`config.mk`:
```
export PLATFORM = sky130hd
export DESIGN_NAME = bitmask_relocating_loader
export DESIGN_NICKNAME = d
export VERILOG_FILES = /design/src/blrl_pkg.sv /design/src/blrl_front.sv /design/src/blrl_back.sv /design/src/bitmask_relocating_loader.sv
export SDC_FILE = /design/constraint.sdc
export NUM_CORES = 1
export LEC_CHECK = 0
export ABC_AREA = 1
export BUFFER_PORTS_ARGS = -buffer_cell sky130_fd_sc_hd__clkbuf_2
export CORE_MARGIN = 3
export CORE_UTILIZATION = 66
export CTS_BUF_LIST = sky130_fd_sc_hd__clkbuf_16
export CTS_CLUSTER_SIZE = 40
export DETAILED_ROUTE_END_ITERATION = 7
export GPL_TIMING_DRIVEN = 0
export PLACE_DENSITY = 0.85
export SETUP_SLACK_MARGIN = 0.05
export SLEW_MARGIN = 20
export SYNTH_ARGS = -nofsm -noshare
export SYNTH_HDL_FRONTEND = slang
export SYNTH_SLANG_ARGS = --single-unit
export TNS_END_PERCENT = 20
```
`constraint.sdc`:
```
create_clock -name clk -period 5.48 [get_ports clk]
set_clock_uncertainty 0.05 [all_clocks]
set_input_delay 0.274 -clock clk [delete_from_list [all_inputs] [get_ports clk]]
set_output_delay 0.274 -clock clk [all_outputs]
set_load 0.01 [all_outputs]
```
`src/blrl_pkg.sv`:
```
// ----------------------------------------------------------------------------
// blrl_pkg
// Shared types and constants for the relocating loader: character codes,
// the parse phase encoding and the token passed from the front to the back.
// ----------------------------------------------------------------------------
package blrl_pkg;

	localparam int unsigned WORD_W = 24;
	localparam int unsigned POS_W  = 4;

	localparam logic [7:0] CHAR_T     = 8'h54;  // 'T'
	localparam logic [7:0] CHAR_CARET = 8'h5E;  // '^'
	localparam logic [7:0] CHAR_ZERO  = 8'h30;  // '0'

	localparam logic [POS_W-1:0] POS_ADDR_FIRST = 4'd2;
	localparam logic [POS_W-1:0] POS_ADDR_LAST  = 4'd7;
	localparam logic [POS_W-1:0] POS_HEAD_END   = 4'd12;
	localparam logic [POS_W-1:0] POS_WORD_END   = 4'd6;

	localparam logic [WORD_W-1:0] ADDR_STEP = 24'd3;

	typedef enum logic [2:0] {
		PH_IDLE,
		PH_SKIP,
		PH_HEAD,
		PH_MASK,
		PH_SEP,
		PH_WORD
	} phase_t;

	// One classified character.
	typedef struct packed {
		logic       blank;
		logic       is_t;
		logic       caret;
		logic       zero;
		logic [3:0] hex;
	} token_t;

	// Head of the queue as seen by the back end.
	typedef struct packed {
		logic   valid;
		token_t tok;
	} tok_link_t;

endpackage

```
`src/blrl_front.sv`:
```
// ----------------------------------------------------------------------------
// blrl_front
// Accepts characters, classifies them into tokens and holds them in a short
// queue until the back end takes them.
// ----------------------------------------------------------------------------
module blrl_front import blrl_pkg::*; (
	input  logic      clk,
	input  logic      arst_n,
	input  logic      char_valid,
	output logic      char_stall,
	input  logic [7:0] char_in,
	output tok_link_t head,
	input  logic      pop
);

	localparam int unsigned DEPTH = 4;
	localparam int unsigned PTR_W = 2;

	token_t             fifo_q [DEPTH];
	logic [PTR_W-1:0]   wr_ptr_q;
	logic [PTR_W-1:0]   rd_ptr_q;
	logic [PTR_W:0]     count_q;
	token_t             tok_new;
	logic               push;
	logic               do_pop;

	always_comb begin
		tok_new.blank = 1'b0;
		case (char_in) inside
			8'h09, 8'h0A, 8'h0B, 8'h0C, 8'h0D, 8'h20: tok_new.blank = 1'b1;
			default: tok_new.blank = 1'b0;
		endcase
		tok_new.is_t  = (char_in == CHAR_T);
		tok_new.caret = (char_in == CHAR_CARET);
		tok_new.zero  = (char_in == CHAR_ZERO);
		case (char_in) inside
			[8'h30:8'h39]: tok_new.hex = char_in[3:0];
			[8'h41:8'h46],
			[8'h61:8'h66]: tok_new.hex = char_in[3:0] + 4'd9;
			default:       tok_new.hex = 4'd0;
		endcase
	end

	assign char_stall = (count_q == (PTR_W+1)'(DEPTH));
	assign push       = char_valid && !char_stall;
	assign do_pop     = pop && (count_q != '0);

	assign head.valid = (count_q != '0);
	assign head.tok   = fifo_q[rd_ptr_q];

	always_ff @(posedge clk) begin
		if (push) begin
			fifo_q[wr_ptr_q] <= tok_new;
		end
	end

	always_ff @(posedge clk or negedge arst_n) begin
		if (!arst_n) begin
			wr_ptr_q <= '0;
			rd_ptr_q <= '0;
			count_q  <= '0;
		end else begin
			if (push) begin
				wr_ptr_q <= wr_ptr_q + 1'b1;
			end
			if (do_pop) begin
				rd_ptr_q <= rd_ptr_q + 1'b1;
			end
			case ({push, do_pop})
				2'b10:   count_q <= count_q + 1'b1;
				2'b01:   count_q <= count_q - 1'b1;
				default: count_q <= count_q;
			endcase
		end
	end

endmodule

```
`src/blrl_back.sv`:
```
// ----------------------------------------------------------------------------
// blrl_back
// Record parser: unless the output stalls, walks the header, mask and words of
// text records one token per cycle; finished words load the output register.
// ----------------------------------------------------------------------------
module blrl_back import blrl_pkg::*; #(
	parameter int unsigned MASK_BITS = 16
) (
	input  logic              clk,
	input  logic              arst_n,
	input  tok_link_t         head,
	output logic              pop,
	input  logic [WORD_W-1:0] base,
	output logic              res_valid,
	input  logic              res_stall,
	output logic [WORD_W-1:0] load_address,
	output logic [WORD_W-1:0] word_value,
	output logic              was_relocated
);

	localparam int unsigned CNT_W = $clog2(MASK_BITS + 1);
	localparam logic [CNT_W-1:0] CNT_MAX = CNT_W'(MASK_BITS);

	phase_t               phase_q, phase_d;
	logic [POS_W-1:0]     pos_q, pos_d;
	logic [WORD_W-1:0]    acc_q, acc_d;
	logic [WORD_W-1:0]    addr_q, addr_d;
	logic [MASK_BITS-1:0] mask_q, mask_d;
	logic [CNT_W-1:0]     mlen_q, mlen_d;
	logic [CNT_W-1:0]     widx_q, widx_d;

	logic                 res_valid_q;
	logic [WORD_W-1:0]    res_addr_q;
	logic [WORD_W-1:0]    res_word_q;
	logic                 res_rel_q;

	token_t               tok;
	logic                 adv;
	logic                 emit;
	logic [WORD_W-1:0]    acc_sh;
	logic [POS_W-1:0]     pos_inc;
	logic [MASK_BITS-1:0] mask_sh;
	logic                 rel;

	assign tok     = head.tok;
	assign adv     = head.valid && (!res_valid_q || !res_stall);
	assign pop     = adv;
	assign acc_sh  = {acc_q[WORD_W-5:0], tok.hex};
	assign pos_inc = pos_q + 1'b1;
	assign mask_sh = mask_q >> widx_q;
	assign rel     = (widx_q < mlen_q) && mask_sh[0];

	// Next phase.
	always_comb begin
		phase_d = phase_q;
		if (tok.blank) begin
			phase_d = PH_IDLE;
		end else begin
			case (phase_q)
				PH_IDLE: phase_d = tok.is_t ? PH_HEAD : PH_SKIP;
				PH_HEAD: phase_d = (pos_inc >= POS_HEAD_END) ? PH_MASK : PH_HEAD;
				PH_MASK: phase_d = tok.caret ? PH_SEP : PH_MASK;
				PH_SEP:  phase_d = tok.caret ? PH_SEP : PH_WORD;
				PH_WORD: phase_d = (pos_inc < POS_WORD_END) ? PH_WORD : PH_SEP;
				default: phase_d = phase_q;
			endcase
		end
	end

	// Datapath updates and word emission.
	always_comb begin
		pos_d  = pos_q;
		acc_d  = acc_q;
		addr_d = addr_q;
		mask_d = mask_q;
		mlen_d = mlen_q;
		widx_d = widx_q;
		emit   = 1'b0;
		if (tok.blank) begin
			pos_d = '0;
			acc_d = '0;
		end else begin
			case (phase_q)
				PH_IDLE: begin
					if (tok.is_t) begin
						pos_d  = 4'd1;
						acc_d  = '0;
						mask_d = '0;
						mlen_d = '0;
						widx_d = '0;
					end
				end
				PH_HEAD: begin
					if (pos_q >= POS_ADDR_FIRST && pos_q <= POS_ADDR_LAST) begin
						acc_d = acc_sh;
						if (pos_q == POS_ADDR_LAST) begin
							addr_d = acc_sh + base;
						end
					end
					pos_d = (pos_inc >= POS_HEAD_END) ? '0 : pos_inc;
				end
				PH_MASK: begin
					if (!tok.caret && mlen_q < CNT_MAX) begin
						if (!tok.zero) begin
							mask_d = mask_q | (MASK_BITS'(1) << mlen_q);
						end
						mlen_d = mlen_q + 1'b1;
					end
				end
				PH_SEP: begin
					if (!tok.caret) begin
						acc_d = {{(WORD_W-4){1'b0}}, tok.hex};
						pos_d = 4'd1;
					end
				end
				PH_WORD: begin
					if (pos_inc < POS_WORD_END) begin
						acc_d = acc_sh;
						pos_d = pos_inc;
					end else begin
						emit   = 1'b1;
						acc_d  = '0;
						pos_d  = '0;
						addr_d = addr_q + ADDR_STEP;
						if (widx_q < CNT_MAX) begin
							widx_d = widx_q + 1'b1;
						end
					end
				end
				default: begin
				end
			endcase
		end
	end

	always_ff @(posedge clk or negedge arst_n) begin
		if (!arst_n) begin
			phase_q     <= PH_IDLE;
			pos_q       <= '0;
			acc_q       <= '0;
			addr_q      <= '0;
			mask_q      <= '0;
			mlen_q      <= '0;
			widx_q      <= '0;
			res_valid_q <= 1'b0;
		end else begin
			if (adv) begin
				phase_q <= phase_d;
				pos_q   <= pos_d;
				acc_q   <= acc_d;
				addr_q  <= addr_d;
				mask_q  <= mask_d;
				mlen_q  <= mlen_d;
				widx_q  <= widx_d;
			end
			if (adv && emit) begin
				res_valid_q <= 1'b1;
			end else if (!res_stall) begin
				res_valid_q <= 1'b0;
			end
		end
	end

	always_ff @(posedge clk) begin
		if (adv && emit) begin
			res_addr_q <= addr_q;
			res_word_q <= rel ? acc_sh + base : acc_sh;
			res_rel_q  <= rel;
		end
	end

	assign res_valid     = res_valid_q;
	assign load_address  = res_addr_q;
	assign word_value    = res_word_q;
	assign was_relocated = res_rel_q;

endmodule

```
`src/bitmask_relocating_loader.sv`:
```
// Path: a word's last character enters the token queue, then passes from the
//   queue head into the result register; a stalled output can hold it back.
// Throughput: one character per cycle while the queue is not full; the parser
//   retires one queued token per cycle, pausing only while a result is stalled.
// Reset: arst_n clears the parser, the character queue and the output valid;
//   the relocation base resets to zero.
// ----------------------------------------------------------------------------
// bitmask_relocating_loader
// Relocating loader for text records with a relocation bit mask. A front end
// classifies incoming characters and queues them; a back end parses records
// and delivers relocated words through a registered output.
// ----------------------------------------------------------------------------
module bitmask_relocating_loader import blrl_pkg::*; #(
	parameter int unsigned MASK_BITS = 16
) (
	input  logic              clk,
	input  logic              arst_n,
	// configuration write channel
	input  logic              cfg_valid,
	output logic              cfg_ready,
	input  logic [WORD_W-1:0] relocation_base,
	// character request channel
	input  logic              char_valid,
	output logic              char_stall,
	input  logic [7:0]        char_in,
	// result request channel
	output logic              res_valid,
	input  logic              res_stall,
	output logic [WORD_W-1:0] load_address,
	output logic [WORD_W-1:0] word_value,
	output logic              was_relocated
);

	logic [WORD_W-1:0] base_q;
	tok_link_t         head;
	logic              pop;

	// The base register takes every write; the user must write it only while idle.
	assign cfg_ready = 1'b1;

	always_ff @(posedge clk or negedge arst_n) begin
		if (!arst_n) begin
			base_q <= '0;
		end else if (cfg_valid && cfg_ready) begin
			base_q <= relocation_base;
		end
	end

	// Front: classify each character and hold it in the token queue.
	blrl_front u_front (
		.clk        (clk),
		.arst_n     (arst_n),
		.char_valid (char_valid),
		.char_stall (char_stall),
		.char_in    (char_in),
		.head       (head),
		.pop        (pop)
	);

	// Back: parse records and drive the result register.
	blrl_back #(
		.MASK_BITS (MASK_BITS)
	) u_back (
		.clk           (clk),
		.arst_n        (arst_n),
		.head          (head),
		.pop           (pop),
		.base          (base_q),
		.res_valid     (res_valid),
		.res_stall     (res_stall),
		.load_address  (load_address),
		.word_value    (word_value),
		.was_relocated (was_relocated)
	);

endmodule
```
==> impl_results.md, run 1 <==
- Startpoint Class: register
- Main area contributors after synthesis: dfrtp_1, edfxtp_1, nand2_1
- Worst R2R End: u_back.word_value[8]
- Seq/Total Area, Yosys: 45.14%
- # diodes: 0
- Final wirelength: 28190 µm
- Final setup TNS: 0 ps
- Syn Nets: 1528
- Syn avg cell area: 7.928 µm²
- Main synth FF type: dfrtp_1
- Worst-path clk slew: 70 ps
- Async set-or-reset flop fraction in the synthesized netlist: 57.37%
- Number of global-route vias before repair: 9444
- TritonCTS Buffers: 17
- Non-filler instance count after layout: 1784
- Final core utilization: 76.29%
- RSZ-0062 raised after global routing: no
- Final hold vios: 0
- Critical path type: reg -> reg
- Count of cell types in the netlist: 56
- Initial antenna violation count: 0
- Most numerous cell in the Yosys netlist: nand2_1
- DR WL/cell: 15.80 µm
- Routed vias: 10054
- Detailed Place HPWL: 21140 µm
- Final critical-path required period: 3377 ps
- Min Hold Slack: around 10 ps
- Initial Utilization: between 60% and 70%
- Post-DR vias/cell: 5.636
- Worst path arrival time: between 3000 and 4000 ps
- R2r worst-path depth: 14
- Worst Setup End Kind: register
- Reg-to-reg slack, setup: 2100 ps
- Die Height: 137.6 µm
- Max-cap viol count: 0
- Crit Path Max Fanout: 10
- Power per cell area: between 400 and 500 mW/mm²
- GRT Residual Overflow: 0
- Status: finished clean
- Tot GR Track Use: 30.99%
- Hold Path Stages: 2
- Final Power: between 0.005 and 0.006 W
- H-tree depth: 4
- Synth area leader: dfrtp_1
- # IOs: 89
- Worst VDD drop: 0.3160 mV
- Total clock sinks: 190
- Origin of the critical flop-to-flop path: u_front.rd_ptr_q[0]
- Root buffer cell: clkbuf_16
- Top cell type's share of synthesized area: between 20% and 30%
- Area Growth Syn to Fin: 11.84%
- Most frequent cells after synthesis: nand2_1, inv_1, dfrtp_1
- Layout Nets: around 1600
- CTS tree: built
- Post-synthesis register bit count: 190
- CTS max path bufs: 2
- Routability cong.: 0.9356
- Die area: 0.01894 mm²
- Final antenna-violating net count: 0
- Core area: about 0.017 mm²
- Std-Cell Rows: 47
- Leak pwr: 6.284 nW
- Number of remaining DRC errors: 0
- Mapped Cells: between 1000 and 1500
- Cell area after synthesis: around 0.011 mm²
- First-pass GRT wire length: 45810 µm
- Relative slew slack: 48.11%
- Layout cells sized above 1: 14.32%
- Max-slew violations: 0
- Post-synth EDFFs: 81
- DRT Pass-1 Iters: 6
- Largest net degree at the start of global routing: 82
- WP data required: ~5600 ps
- Final Cycle Share: 61.62%
- Worst-Margin Slew: between 700 and 800 ps
- Die X: 137.6 µm
- Synth Warn #: 0
- Max Fclk: 296.1 MHz
- Worst Hold Class: in -> reg
- Finish-stage setup viols: 0
- Placed cells: 1748
- DR iter-0 viols: 860
- Worst-Skew Late Latency: 440 ps
- Hold Startpoint: relocation_base[15]
- Hold EP: base_q[15]
- Port Buf Inserts: 84
## logic make-up (layout without fill, tap and decap cells)
group | count (synthesis) | in the layout | synth area share [%]
other | 1 | 1 | 0.03280
and+or+nand+nor | 763 | 763 | 27.84
buffers and inverters | 217 | 339 | 8.088
DFF | 190 | 190 | 45.14
xor gates and xnor gates | 24 | 24 | 1.970
adders and majority gates | 49 | 49 | 5.494
muxes | 23 | 23 | 2.266
AOI/OAI and AO/OA | 175 | 175 | 9.172
## placed cells by master (no fill, tap or decap), drive strengths merged
master	instances
edfxtp	81
o21a	1
nor3b	1
a22oi	1
o2111ai	2
a21o	1
nand2	507
o21bai	3
a31oi	1
nor4	1
clkbuf	111
a21oi	49
buf	31
xnor2	7
o22ai	7
a32oi	1
clkinv	7
a211oi	2
o21ai	98
nor3	12
dlygate4sd3	4
xor2	17
nor2	112
inv	186
fa	2
o31ai	1
conb	1
o211ai	8
and2	4
nand4	16
mux2	23
ha	47
or2	3
nand3b	7
dfrtp	109
nand3	100
## stage by stage
step	area [µm²]	setup WS (ps)
floorplan	11430	1755
global placement	12130	628.4
detailed placement	12190	2190
CTS	12770	2133
global route	12790	1908
finish	12790	2103
## state kept, by name, indices dropped and copies added, names as in the netlist
register              count
u_back.pos_q              4
u_front.rd_ptr_q          2
u_front.fifo_q           32
u_back.res_valid          1
base_q                   24
u_back.phase_q            3
u_back.was_relocated      1
u_back.mask_q            16
u_back.acc_q             20
u_back.mlen_q             5
u_front.count_q           3
u_back.word_value        24
u_back.load_address      24
u_back.widx_q             5
u_front.wr_ptr_q          2
u_back.addr_q            24
## metal layers
| metal | track usage, % | part of all wire [%] | vias up | wire length [µm] |
|---|---|---|---|---|
| met2 | 52.79 | 49 | 400 | 13850 |
| li1 | - | - | 4889 | - |
| met3 | 5.661 | 5.7 | 93 | 1606 |
| met4 | 15.74 | 4.9 | 0 | 1390 |
| met1 | 37.64 | 40 | 4672 | 11350 |
| met5 | 0 | 0 | - | 0 |
## worst max-delay path by stage
| stage | startpoint | end | cells past startpoint |
|---|---|---|---|
| after floorplan | u_back.phase_q[0] | u_back.load_address[0] | 6 |
| after global placement | u_back.phase_q[0] | u_back.word_value[22] | 6 |
| after detailed placement | u_front.rd_ptr_q[0] | u_back.word_value[8] | 14 |
| after CTS | u_front.rd_ptr_q[0] | u_back.word_value[8] | 14 |
| after global routing | u_front.rd_ptr_q[0] | u_back.word_value[8] | 14 |
| final | u_front.rd_ptr_q[0] | u_back.word_value[8] | 14 |
## where the power goes
part	internal (W)	leakage (nW)	switching, W
logic	0.000771	3.80	0.00158
registers	0.00174	2.20	0.000240
clock network	0.000597	0.281	0.000582
## area by class of cell
| cell class | count | area [µm²] |
|---|---|---|
| Buffer | 39 | 252.7 |
| Clock buffer | 17 | 425.4 |
| Clock inverter | 15 | 128.9 |
| Fill cell | 1233 | 3974 |
| Inverter | 178 | 671.9 |
| Multi-Input combinational cell | 1035 | 5355 |
| Sequential cell | 190 | 5160 |
| Tap cell | 220 | 275.3 |
| Timing Repair Buffer | 90 | 516.7 |
## repair_timing
| item | in CTS | in global routing |
|---|---|---|
| hold buffers | 2 | 2 |
| endpoints found under the hold margin | 29 | 2 |
| setup endpoints to repair | 0 | 0 |
| resized for setup | 0 | 0 |
| setup buffers | 0 | 0 |
## worst max-delay path, cell delays in order (launching register included)
cell	delay, ps
dfrtp_1	340
buf_6	140
buf_2	220
o21ai_0	160
o22ai_1	370
ha_1	300
inv_1	70
fa_1	410
inv_1	130
nand3_1	80
nand3_1	180
nand2_1	70
nand2_1	110
xnor2_1	210
o21ai_0	230
(Power assumes the default switching activity.)
==> run 2, diff against run 1 <==
--- a/config.mk
+++ b/config.mk
@@ -8,12 +8,12 @@
 export ABC_AREA = 1
 export BUFFER_PORTS_ARGS = -buffer_cell sky130_fd_sc_hd__clkbuf_2
 export CORE_MARGIN = 3
-export CORE_UTILIZATION = 66
+export CORE_UTILIZATION = 61
 export CTS_BUF_LIST = sky130_fd_sc_hd__clkbuf_16
 export CTS_CLUSTER_SIZE = 40
 export DETAILED_ROUTE_END_ITERATION = 7
 export GPL_TIMING_DRIVEN = 0
-export PLACE_DENSITY = 0.85
+export PLACE_DENSITY = 0.79
 export SETUP_SLACK_MARGIN = 0.05
 export SLEW_MARGIN = 20
 export SYNTH_ARGS = -nofsm -noshare
==> constraint.sdc (replaced) <==
create_clock -name clk -period 3.5 [get_ports clk]
set_clock_uncertainty 0.05 [all_clocks]
set_input_delay 0.175 -clock clk [delete_from_list [all_inputs] [get_ports clk]]
set_output_delay 0.175 -clock clk [all_outputs]
set_load 0.01 [all_outputs]
==> run 2 against run 1 <==
Die area grew 7.8%. First-iteration DRC count shrank 13%. Cell count grew 1.7%. Power grew 56%. Critical endpoint unchanged. Global-route usage shrank 3.3 points. Register-to-register slack lost 1800 ps. Fmax grew 5.7%. Combinational power grew 56%. Worst hold slack gained 80 ps. Flip-flop and latch count is the same. Via count shrank 1.4%. Setup slack lost 1800 ps.
==> impl_results.md, run 2 (synthesis results as in run 1) <==
- GRT Residual Overflow: 0 (unchanged)
- Detailed Place HPWL: 20780 µm (-1.7%)
- Most flop-heavy register: u_front.fifo_q
- Min Hold Slack: 90.03 ps (+79.76 ps)
- WP data required: 3610 ps (-1970 ps)
- RSZ-0062 raised after global routing: no
- Max Fclk: 313.1 MHz (+5.7%)
- Worst-Margin Slew: 835.1 ps (+56.75 ps)
- Max-cap viol count: 0 (unchanged)
- Critical path type: reg -> reg
- Hold EP: u_front.fifo_q[0][7]
- Number of global-route vias before repair: 9439 (-0.053%)
- Largest net degree at the start of global routing: 64 (-22%)
- Hold Path Stages: 2 (unchanged)
- Worst Hold Class: in -> reg
- Layout Nets: 1659 (+1.3%)
- Routed vias: 9917 (-1.4%)
- Power per cell area: 661.8 mW/mm² (+53%)
- DRT Pass-1 Iters: 7 (+1)
- Crit Path Max Fanout: 10 (unchanged)
- Final hold vios: 0 (unchanged)
- # diodes: 0 (unchanged)
- Die X: 142.9 µm (+3.8%)
- # IOs: 89 (unchanged)
- Final critical-path required period: 3194 ps (-182.8 ps)
- Tot GR Track Use: 27.72% (-3.3 points)
- Std-Cell Rows: 49 (+4.3%)
- Final wirelength: 27650 µm (-1.9%)
- Die Height: 142.9 µm (+3.8%)
- Routability cong.: 0.9619 (+2.8%)
- Worst R2R End: u_back.word_value[8]
- Worst-path clk slew: 70 ps (about the same)
- Root buffer cell: clkbuf_16
- Most frequent cells in the layout: nand2_1, inv_1, dfrtp_1
- Total clock sinks: 190 (unchanged)
- Max-slew violations: 0 (unchanged)
- Area Growth Syn to Fin: 13.92%
- Worst-Skew Late Latency: 450 ps (about the same)
- Post-DR vias/cell: 5.464 (-3.0%)
- Worst path arrival time: 3300 ps (-180 ps)
- CTS tree: built
- Finish-stage setup viols: 0 (unchanged)
- Origin of the critical flop-to-flop path: u_front.rd_ptr_q[0]
- Leak pwr: 6.371 nW (+1.4%)
- Status: finished clean
- Final Power: 0.008619 W (+56%)
- Largest register FFs: 32 (unchanged)
- Number of remaining DRC errors: 0 (unchanged)
- H-tree depth: 4 (unchanged)
- Worst VDD drop: 0.4566 mV (+44%)
- Reg-to-reg slack, setup: 310 ps (-1800 ps)
- DR WL/cell: 15.23 µm (-3.6%)
- TritonCTS Buffers: 17 (unchanged)
- Startpoint Class: register
- Worst Setup End Kind: register
- Final antenna-violating net count: 0 (unchanged)
- Final Cycle Share: 91.26% (+30 points)
- Hold Startpoint: char_in[4]
- Post-CTS Repair Setup Buffers: 0 (unchanged)
- Commonest non-fill, non-tap cell in the layout: nand2_1
- Final setup TNS: 0 ps (unchanged)
- R2r worst-path depth: 14 (unchanged)
- First-pass GRT wire length: 45030 µm (-1.7%)
- Port Buf Inserts: 84 (unchanged)
- Layout cells sized above 1: 14.19% (-0.14 points)
- Core area: 0.01821 mm² (+8.6%)
- Die area: 0.02042 mm² (+7.8%)
- Initial Utilization: 62.78% (-5.4 points)
- Initial antenna violation count: 0 (unchanged)
- DR iter-0 viols: 744 (-13%)
- Relative slew slack: 44.12% (-4.0 points)
- CTS max path bufs: 2 (unchanged)
run 2: final cells by class:
| type | count | area (µm²) |
|---|---|---|
| well taps | 229 | 286.5 |
| flip-flops and latches | 190 | 5160 |
| fillers | 1450 | 5185 |
| clock inverters | 15 | 128.9 |
| inverters | 178 | 671.9 |
| clock buffers | 17 | 425.4 |
| multi-input cells | 1035 | 5361 |
| plain buffers | 39 | 252.7 |
| repair buffers | 112 | 737.0 |
run 2: how the worst max path moves through the flow:
stage | start | to | slack [ps]
5_1_grt | u_front.rd_ptr_q[0] | u_back.addr_q[16] | 120
3_3_place_gp | u_back.phase_q[0] | u_back.word_value[22] | -300
3_5_place_dp | u_front.rd_ptr_q[0] | u_back.word_value[8] | 250
2_1_floorplan | u_back.phase_q[0] | u_back.load_address[0] | 600
4_1_cts | u_front.rd_ptr_q[0] | u_back.word_value[8] | 230
6_report | u_front.rd_ptr_q[0] | u_back.word_value[8] | 310
run 2: stage by stage:
step	instances	instance area [µm²]	util (%)	worst slack, ps
after floorplan	1442	11430	-	596.0
after detailed placement	1757	12200	67.02	248.7
after CTS	1815	13020	71.49	225.5
final	1815	13020	71.52	306.0
after global placement	1755	12140	66.68	-304.3
after global routing	1815	13020	71.52	123.8
run 2: critical path, cell delays in order, from the launching register on:
cell and delay [ps]:
dfrtp_1 350, buf_6 140, buf_2 230, o21ai_0 140
o22ai_2 240, ha_1 270, inv_1 70, fa_1 410
inv_1 120, nand3_1 80, nand3_1 190, nand2_1 80
nand2_1 120, xnor2_1 200, o21ai_0 210
run 2: layer usage:
metal  up-vias  part of all wire (%)  GRT usage [%]  wire length [µm]
met1      4600                    41          34.65             11470
li1       4914                     -              -                 -
met2       326                    49          46.93             13570
met5         -                     0              0                 0
met4         0                   4.5          13.76              1243
met3        77                   4.9          4.387              1367
run 2: power by group:
group	total, W	switching, W	internal, W
Sequential	0.00310	0.000367	0.00273
Clock	0.00186	0.000924	0.000934
Combinational	0.00366	0.00243	0.00123
Total	0.00862	0.00373	0.00489
run 2: repair_timing:
item                                    in CTS  in global routing
endpoints found under the hold margin       71                  0
hold buffers                                26                  0
endpoints found under the setup margin       0                  3
gates resized for setup                      0                  1
